<file path="src/rtl/core/sobel_energy_map_core_assert.svh">
// assertion helpers, clocked on clk, quiet while arst_n is low
`ifndef SOBEL_ENERGY_MAP_CORE_ASSERT_SVH
`define SOBEL_ENERGY_MAP_CORE_ASSERT_SVH

`define SEM_ASSERT_NOW(lbl, ante, cons, msg) \
	lbl: assert property (@(posedge clk) disable iff (!arst_n) (ante) |-> (cons)) else $error(msg);

`define SEM_ASSERT_NEXT(lbl, ante, cons, msg) \
	lbl: assert property (@(posedge clk) disable iff (!arst_n) (ante) |=> (cons)) else $error(msg);

`endif

</file>
<file path="src/rtl/core/sem_pkg.sv">
package sem_pkg;
	localparam int MAX_WIDTH    = 2048;
	localparam int MAX_HEIGHT   = 4096;
	localparam int MAX_CHANNELS = 4;
	localparam int COL_W  = $clog2(MAX_WIDTH);
	localparam int ROW_W  = $clog2(MAX_HEIGHT);
	localparam int WCFG_W = 12;
	localparam int HCFG_W = 13;
	localparam int NCFG_W = 3;
	localparam int MAG_W  = 15;
	localparam int SUM_W  = 17;
	localparam int ROOT_STEPS = 16;
	localparam logic [16:0] RECIP3 = 17'd43691;  // ceil(2^17/3)

	localparam logic [1:0] REG_WIDTH    = 2'd0;
	localparam logic [1:0] REG_HEIGHT   = 2'd1;
	localparam logic [1:0] REG_CHANNELS = 2'd2;

	typedef struct packed {
		logic start;
		logic step;
	} lane_ctl_t;

	typedef struct packed {
		logic sum_en;
		logic div_en;
	} merge_ctl_t;

	// [column][row] of 8-bit samples for one channel
	typedef logic [2:0][2:0][7:0] nbr_t;
endpackage

</file>
<file path="src/rtl/core/sem_lane.sv">
module sem_lane import sem_pkg::*; (
	input  logic              clk,
	input  lane_ctl_t         ctl,
	input  nbr_t              nbr,
	output logic [MAG_W-1:0]  mag
);
	logic signed [10:0] gx, gy;
	logic signed [21:0] sq;
	logic [28:0] v_q;
	logic [30:0] res_q, bit_q, trial;

	always_comb begin
		gx = (11'(nbr[2][0]) + 11'(nbr[2][1]) * 11'sd2 + 11'(nbr[2][2]))
		   - (11'(nbr[0][0]) + 11'(nbr[0][1]) * 11'sd2 + 11'(nbr[0][2]));
		gy = (11'(nbr[0][2]) + 11'(nbr[1][2]) * 11'sd2 + 11'(nbr[2][2]))
		   - (11'(nbr[0][0]) + 11'(nbr[1][0]) * 11'sd2 + 11'(nbr[2][0]));
		sq = 22'(gx * gx) + 22'(gy * gy);
		trial = res_q + bit_q;
	end

	// bit-pair square root, one step per cycle while ctl.step is high
	always_ff @(posedge clk) begin
		if (ctl.start) begin
			v_q   <= {sq[20:0], 8'd0};
			res_q <= '0;
			bit_q <= 31'h4000_0000;
		end else if (ctl.step) begin
			if ({2'b0, v_q} >= trial) begin
				v_q   <= 29'({2'b0, v_q} - trial);
				res_q <= (res_q >> 1) + bit_q;
			end else begin
				res_q <= res_q >> 1;
			end
			bit_q <= bit_q >> 2;
		end
	end

	assign mag = res_q[MAG_W-1:0];
endmodule

</file>
<file path="config.mk">
export PLATFORM = sky130hd
export DESIGN_NAME = sem_lane
export DESIGN_NICKNAME = d
export VERILOG_FILES = /design/src/rtl/core/sobel_energy_map_core_assert.svh /design/src/rtl/core/sem_pkg.sv /design/src/rtl/core/sem_lane.sv
export SDC_FILE = /design/constraint.sdc
export NUM_CORES = 1
export LEC_CHECK = 0
export BUFFER_PORTS_ARGS = -buffer_cell sky130_fd_sc_hd__buf_2
export CORE_UTILIZATION = 40
export CTS_BUF_LIST = sky130_fd_sc_hd__clkbuf_8
export DETAILED_ROUTE_END_ITERATION = 10
export GPL_TIMING_DRIVEN = 0
export PLACE_DENSITY = 0.62
export SLEW_MARGIN = 30
export SYNTH_ARGS = -nofsm -noshare
export SYNTH_HDL_FRONTEND = slang
export SYNTH_SLANG_ARGS = --single-unit
</file>
<file path="constraint.sdc">
create_clock -name clk -period 27.4 [get_ports clk]
set_input_delay 0 -clock clk [delete_from_list [all_inputs] [get_ports clk]]
set_output_delay 0 -clock clk [all_outputs]
set_load 0.02 [all_outputs]
</file>
==> metrics <==
status=complete, no violations; Cells after DPL=2515; Hold Violations, Final=0; Max Clock Freq=0.09325 GHz; Critical Path AT=10.85 ns; post-synthesis sequential area ratio=0.1012; Required @ worst endpoint=27.52 ns; #FFs+latches synth=76; global-route wire length before repair=67770 um; worst slew pin tran=0.9153 ns; Final Critical Period=10.72 ns; Cells after Synth=1894; Async S/R FF share, synth=0; nets@finish=2513; WP buf/inv=8; Die Y=208.8 um; GRT Util Overall=0.1914; Main synth FF type=dfxtp_1; Post-route DRC=0; CTS tree=done; Ant. Diodes=0; kind of cell adding the most delay to the critical path=adder cells; Final setup viols=0; clock latency on the worst-skew pair=0.38 ns; setup TNS after final layout=0 ns; CP max stage delay=0.57 ns; global placer's final weighted congestion=0.8960; DR pass1 iterations=5; Ys Warns=0; crit-path max FO=8; commonest non-fill, non-tap cell in the layout=inv_1; largest net degree at the start of global routing=22; endpoint type of the worst setup path=register; Die X=208.8 um; Root Buffer Master=clkbuf_8; layout cells sized above 1=0.08894; skew final=0.01244 ns; post-synth cell types=88; die area=43600 um2; HPWL after DPL=33760 um; Worst Slack Setup Final=16.68 ns; Worst path most repeated cell=fa_1; RSZ-0062 raised after global routing=false; Post-Place Worst Slack=16.32 ns; Post-synth EDFFs=21; initial antenna violation count=0; Fillers=4160; H-tree depth=3; row count=75; non-filler cells, final=2529; Port Buffers=81; Synth Cell Area=17110 um2; syn_nets=2420; Crit-path slowest cell=xor2_1; clock-pin slew on the worst setup and hold paths=0.08 ns; final core occ=0.4377; worst min path class=in2reg; drt via density=5.180; critical path class=in2reg; Layout area overhead=7.563%; commonest cells after routing, fill and taps aside=412 x inv_1, 289 x fa_1, 162 x ha_1, 137 x nor2_1, 112 x nand2_1; fin crit share=0.3914; CTS hold repair buffers=0; grt ovf=0; average routed wire per standard cell=15.58 um; slew margin rel.=0.3891; WL final=39400 um; Starting Density=0.4069; Clock Sinks=76; Max-cap violations=0; TritonCTS Buffers=9; routed via count=13100; startpoint types=primary input; max-slew violation count=0; Setup Buffers After CTS=0; CTS Buffer Depth=2; core region area=42040 um2; DR iter-0 viols=735; post-CTS resize count=0; Post-Syn Area per Cell=9.032 um2; vias in the first global route=13796; Routed Antenna Nets=0; # IOs=90
## stage by stage
stage	cell area (um2)	hold WS, ns
final	18400	0.07488
after global routing	18400	0.1148
after CTS	18400	0.05796
after detailed placement	18230	0.4622
after global placement	18190	0.4540
after floorplan	17110	0.2378
## cells in the mapped netlist (21+ instances only)
library cell	n	area (um2)
edfxtp_1	21	630.6
mux2i_1	27	270.3
fa_1	289	5786
a21o_1	21	157.7
clkbuf_1	34	127.6
a21oi_1	57	285.3
nor2_1	137	514.2
xnor2_1	65	569.3
inv_1	412	1546
dfxtp_1	55	1101
nand2_1	112	420.4
ha_1	162	2027
o21ai_0	49	245.2
a211oi_1	27	202.7
a31oi_1	26	162.7
xor2_1	50	437.9
and2_1	25	156.4
nand3_1	22	110.1
nand2b_1	21	131.4
## registers in the layout, indices dropped and copies added (netlist names)
register / count
res_q: 31
bit_q: 16
v_q: 29
## kinds of logic (layout without fill, tap and decap cells)
group                    after synthesis  in the layout  share of synthesized area
AND/OR/NAND/NOR                      404            404                     0.1118
XOR/XNOR                             115            115                    0.05888
buffers and inverters                487            583                     0.1133
multiplexers                          28             28                    0.01646
AO/OA/AOI/OAI                        333            333                     0.1416
flip-flops                            76             76                     0.1012
adder cells (fa/ha/maj)              451            451                     0.4567
## layout make-up
type                            instances  area (um2)  area share
Multi-Input combinational cell       1331       13460      0.7317
Sequential cell                        76        1732     0.09411
Inverter                              418        1569     0.08527
Tap cell                              539       674.4     0.03665
Timing Repair Buffer                   82       416.7     0.02264
Buffer                                 69       369.1     0.02006
Clock buffer                           12       165.2    0.008976
Clock inverter                          2       10.01   0.0005440
## path summary, 6_finish.rpt
path                            startpoint         to  slack [ns]  cells past startpoint
worst max register to register    res_q[0]    v_q[28]       21.44                     20
worst max-delay path               nbr[49]    v_q[28]       16.68                     38
worst min-delay path                ctl[0]  res_q[12]        0.07                      4
worst min register to register      v_q[0]     v_q[0]        0.48                      1
## per-layer routing
layer  up-vias  part of all wire  track usage
li1       6285                 -            -
met1      6508              0.46       0.2574
met2       264              0.48       0.3300
met3        43             0.045      0.02254
met4         0             0.015      0.04057
met5         -                 0            0
## worst min-delay path, stage by stage
cell and delay (ns):
buf_2 0.13, nand2b_1 0.08, mux2i_1 0.13, nor2_1 0.07
Power is not shown: default switching activity piles up to over one toggle a cycle in this logic, so the estimate is an artifact.
