===== config.mk =====
export PLATFORM = sky130hd
export DESIGN_NAME = sem_merge
export DESIGN_NICKNAME = d
export VERILOG_FILES = /design/src/rtl/core/sobel_energy_map_core_assert.svh /design/src/rtl/core/sem_pkg.sv /design/src/rtl/core/sem_merge.sv
export SDC_FILE = /design/constraint.sdc
export NUM_CORES = 1
export LEC_CHECK = 0
export ABC_AREA = 1
export BUFFER_PORTS_ARGS = -buffer_cell sky130_fd_sc_hd__buf_4
export CAP_MARGIN = 15
export CELL_PAD_IN_SITES_DETAIL_PLACEMENT = 0
export CELL_PAD_IN_SITES_GLOBAL_PLACEMENT = 1
export CORE_MARGIN = 2
export CORE_UTILIZATION = 50
export CTS_CLUSTER_DIAMETER = 200
export DETAILED_ROUTE_END_ITERATION = 10
export PLACE_DENSITY_LB_ADDON = 0.1
export SYNTH_ARGS = -nofsm -noshare
export SYNTH_HDL_FRONTEND = slang
export SYNTH_SLANG_ARGS = --single-unit

===== constraint.sdc =====
create_clock -name clk -period 9.3 [get_ports clk]
set_clock_uncertainty 0.05 [all_clocks]
set_input_delay 0 -clock clk [delete_from_list [all_inputs] [get_ports clk]]
set_output_delay 0 -clock clk [all_outputs]
set_load 0.02 [all_outputs]

===== src/rtl/core/sobel_energy_map_core_assert.svh =====
// assertion helpers, clocked on clk, quiet while arst_n is low
`ifndef SOBEL_ENERGY_MAP_CORE_ASSERT_SVH
`define SOBEL_ENERGY_MAP_CORE_ASSERT_SVH

`define SEM_ASSERT_NOW(lbl, ante, cons, msg) \
	lbl: assert property (@(posedge clk) disable iff (!arst_n) (ante) |-> (cons)) else $error(msg);

`define SEM_ASSERT_NEXT(lbl, ante, cons, msg) \
	lbl: assert property (@(posedge clk) disable iff (!arst_n) (ante) |=> (cons)) else $error(msg);

`endif


===== src/rtl/core/sem_pkg.sv =====
package sem_pkg;
	localparam int MAX_WIDTH    = 2048;
	localparam int MAX_HEIGHT   = 4096;
	localparam int MAX_CHANNELS = 4;
	localparam int COL_W  = $clog2(MAX_WIDTH);
	localparam int ROW_W  = $clog2(MAX_HEIGHT);
	localparam int WCFG_W = 12;
	localparam int HCFG_W = 13;
	localparam int NCFG_W = 3;
	localparam int MAG_W  = 15;
	localparam int SUM_W  = 17;
	localparam int ROOT_STEPS = 16;
	localparam logic [16:0] RECIP3 = 17'd43691;  // ceil(2^17/3)

	localparam logic [1:0] REG_WIDTH    = 2'd0;
	localparam logic [1:0] REG_HEIGHT   = 2'd1;
	localparam logic [1:0] REG_CHANNELS = 2'd2;

	typedef struct packed {
		logic start;
		logic step;
	} lane_ctl_t;

	typedef struct packed {
		logic sum_en;
		logic div_en;
	} merge_ctl_t;

	// [column][row] of 8-bit samples for one channel
	typedef logic [2:0][2:0][7:0] nbr_t;
endpackage


===== src/rtl/core/sem_merge.sv =====
module sem_merge import sem_pkg::*; (
	input  logic                                clk,
	input  merge_ctl_t                          ctl,
	input  logic [MAX_CHANNELS-1:0][MAG_W-1:0]  mag,
	input  logic [NCFG_W-1:0]                   n,
	output logic [MAG_W-1:0]                    energy
);
	logic [SUM_W-1:0] sum_c, sum_s1;
	logic [SUM_W+16:0] prod;
	logic [MAG_W-1:0] q;

	always_comb begin
		sum_c = '0;
		for (int i = 0; i < MAX_CHANNELS; i++)
			if (NCFG_W'(i) < n)
				sum_c = sum_c + SUM_W'(mag[i]);
		prod = 34'(sum_s1) * 34'(RECIP3);
		case (n)
			3'd1:    q = MAG_W'(sum_s1);
			3'd2:    q = MAG_W'(sum_s1 >> 1);
			3'd3:    q = MAG_W'(prod >> 17);
			default: q = MAG_W'(sum_s1 >> 2);
		endcase
	end

	always_ff @(posedge clk) begin
		if (ctl.sum_en)
			sum_s1 <= sum_c;
		if (ctl.div_en)
			energy <= q;
	end
endmodule


==> metrics.md <==
| Metric | Value |
|---|---|
| Placed Instances | `1603` |
| Die area | `20090 um^2` |
| Layout cell share with drive strength beyond 1 | `8.569%` |
| Initial Util | `50.88%` |
| Yosys synthesis warning count | `0` |
| Crit path max fanout | `8` |
| Critical Path RT | `9.27 ns` |
| Cell Area, Synth | `9485 um^2` |
| Synthesis-to-layout area growth | `10.54%` |
| Worst hold start | `ctl[1]` |
| Io pins | `81` |
| Clk pin slew, worst setup/hold paths | `0.06 ns` |
| Crit path launch type | `register` |
| Core Box Area | `18640 um^2` |
| Post-Layout Cell Count | `1611` |
| Number of setup buffers added after CTS | `0` |
| Synth area leader | `ha_1` |
| Hold Path Depth | `1` |
| Reg2reg setup slack | `2.98 ns` |
| Avg WL per Cell | `17.42 um` |
| Setup TNS | `0 ns` |
| Vias in the first global route | `8692` |
| Rel. slew slack | `56.85%` |
| Std-Cell Rows | `50` |
| Peak Freq | `158.3 MHz` |
| Worst-Skew Late Latency | `0.29 ns` |
| Final Cell Area | `10490 um^2` |
| Initial DRT Pass Iterations | `5` |
| Synth unique cells | `39` |
| Worst Tran Pin Value | `0.6465 ns` |
| Max Cap Violations | `0` |
| CTS tree | `done` |
| RR Startpoint | `sum_s1[6]` |
| Max clock buf depth | `2` |
| Synth top area cells | `ha_1 (23%), fa_1 (19%), nand2_1 (12%), inv_1 (11%), edfxtp_1 (10%)` |
| Root buffer cell | `clkbuf_16` |
| Final setup fails | `0` |
| Via density | `5.380` |
| CP Capture Type | `register` |
| Top-area cell type share of the netlist area | `22.69%` |
| Die H | `141.7 um` |
| DRC viols | `0` |
| Antenna violations before repair | `0` |
| RR Endpoint | `energy[9]` |
| Layout net count | `1705` |
| Asr flop ratio synth | `0%` |
| Die width | `141.7 um` |
| # H-tree levels | `2` |
| Via Count | `8667` |
| Post-DP Area | `10340 um^2` |
| Unrepaired setup endpoints after global routing | `false` |
| Detail Route Antenna Nets | `0` |
| Post-synth EDFFs | `32` |
| Total track usage | `28.84%` |
| Post-Route WL | `28060 um` |
| Setup Crit Path Kind | `register to register` |
| Hold EP | `sum_s1[0]` |
| Initial DRC count | `519` |
| Hold Vio Cnt, Final | `0` |
| Number of port buffers | `80` |
| CTS Hold Bufs | `0` |
| CTS Sinks | `32` |
| GR Overflow Total | `0` |
| Ys flop type | `edfxtp_1` |
| Post-Syn Instances | `1299` |
| Final Max Tran Viols | `0` |
| Outcome | `complete, no violations` |
| TritonCTS buffer count | `5` |
| First-pass GRT wire length | `44900 um` |
| Mapped Avg Cell Area | `7.302 um^2` |
| #FFs+latches synth | `32` |
| GP Congestion | `0.9514` |
| Syn Nets | `1628` |
| Worst reg2reg path depth | `20` |
| PostCTS Resize Cnt | `0` |
| Critical Path AT | `6.28 ns` |
| Worst min-delay path category | `input pin to register` |
| Sequential share of the synthesized area | `10.13%` |
| Largest net degree at the start of global routing | `27` |
| Crit path time final | `6.315 ns` |
| Most frequent cell after synthesis | `nand2_1` |
| Tcrit/Tclk final | `67.91%` |
| Synth cell count leaders | `nand2_1 (292), inv_1 (268), ha_1 (172)` |
| DP Wirelength | `24470 um` |
| Diode count | `0` |
## cell families after synthesis
group	synth area share [%]
AOI/OAI and AO/OA	10.71
xor gates and xnor gates	2.124
and+or+nand+nor	23.69
DFF	10.13
buffers and inverters	11.45
adders and majority gates	41.89
## through the flow
stage / hold WS (ns) / utilization, % / setup slack (ns)
final: 0.03395 / 56.24 / 2.985
after global routing: 0.04305 / 56.24 / 2.760
after CTS: 0.03704 / 56.24 / 3.028
after detailed placement: 0.3371 / 55.44 / 3.053
after global placement: 0.3385 / 55.44 / 2.946
after floorplan: 0.06250 / - / 4.049
## area by class of cell
cell class	count	area (um^2)
clock buffer	5	125.1
clock inverter	3	23.77
fill	1852	8158
inverter	270	1013
multi-input combinational	983	7438
sequential	32	960.9
tap	234	292.8
timing repair buffer	84	630.6
## cells in the final DEF, fill, tap and decap left out, types with 13 or more instances in the layout
cell type  instances
fa_1              91
o21ai_0           50
nand2_1          292
nor2_1            86
nand3_1           73
a21o_1            13
buf_4             84
edfxtp_1          32
nand4_1           23
ha_1             172
inv_1            268
a21oi_1           75
## layer usage
metal  routed length, um  global-route usage [%]  part of all wire [%]
met1               12090                   35.91                    43
met2               13940                   52.50                    50
met3                 894                   1.924                   3.2
met4                1135                   10.79                   4.0
met5                   0                       0                     0
## worst max-delay path: stages (launching register included)
cell and delay (ns):
edfxtp_1 0.61, ha_1 0.48, inv_1 0.07, fa_1 0.47, fa_1 0.53, fa_1 0.57, inv_1 0.06, fa_1 0.53
inv_1 0.05, fa_1 0.53, inv_1 0.04, ha_1 0.37, a21oi_1 0.24, o21ai_0 0.10, a21oi_1 0.29, nand3_1 0.29
nand2_1 0.14, nand2_1 0.07, or2_2 0.27, nand3_1 0.12, o2111ai_1 0.13
## worst max path at each step
stage	start	to	slack, ns	depth (start not counted)
5_1_grt	sum_s1[6]	energy[9]	2.76	20
3_3_place_gp	sum_s1[6]	energy[9]	2.95	20
4_1_cts	sum_s1[6]	energy[9]	3.03	20
3_5_place_dp	sum_s1[6]	energy[9]	3.05	20
6_report	sum_s1[6]	energy[9]	2.98	20
2_1_floorplan	sum_s1[1]	energy[6]	4.05	20
## registers in the layout, indices dropped and copies added, names as in the netlist
register / count
sum_s1: 17
energy: 15
Power is left out: the tool's default activity adds up to more than one toggle a clock period on the data nets, which glitch-free logic cannot reach.
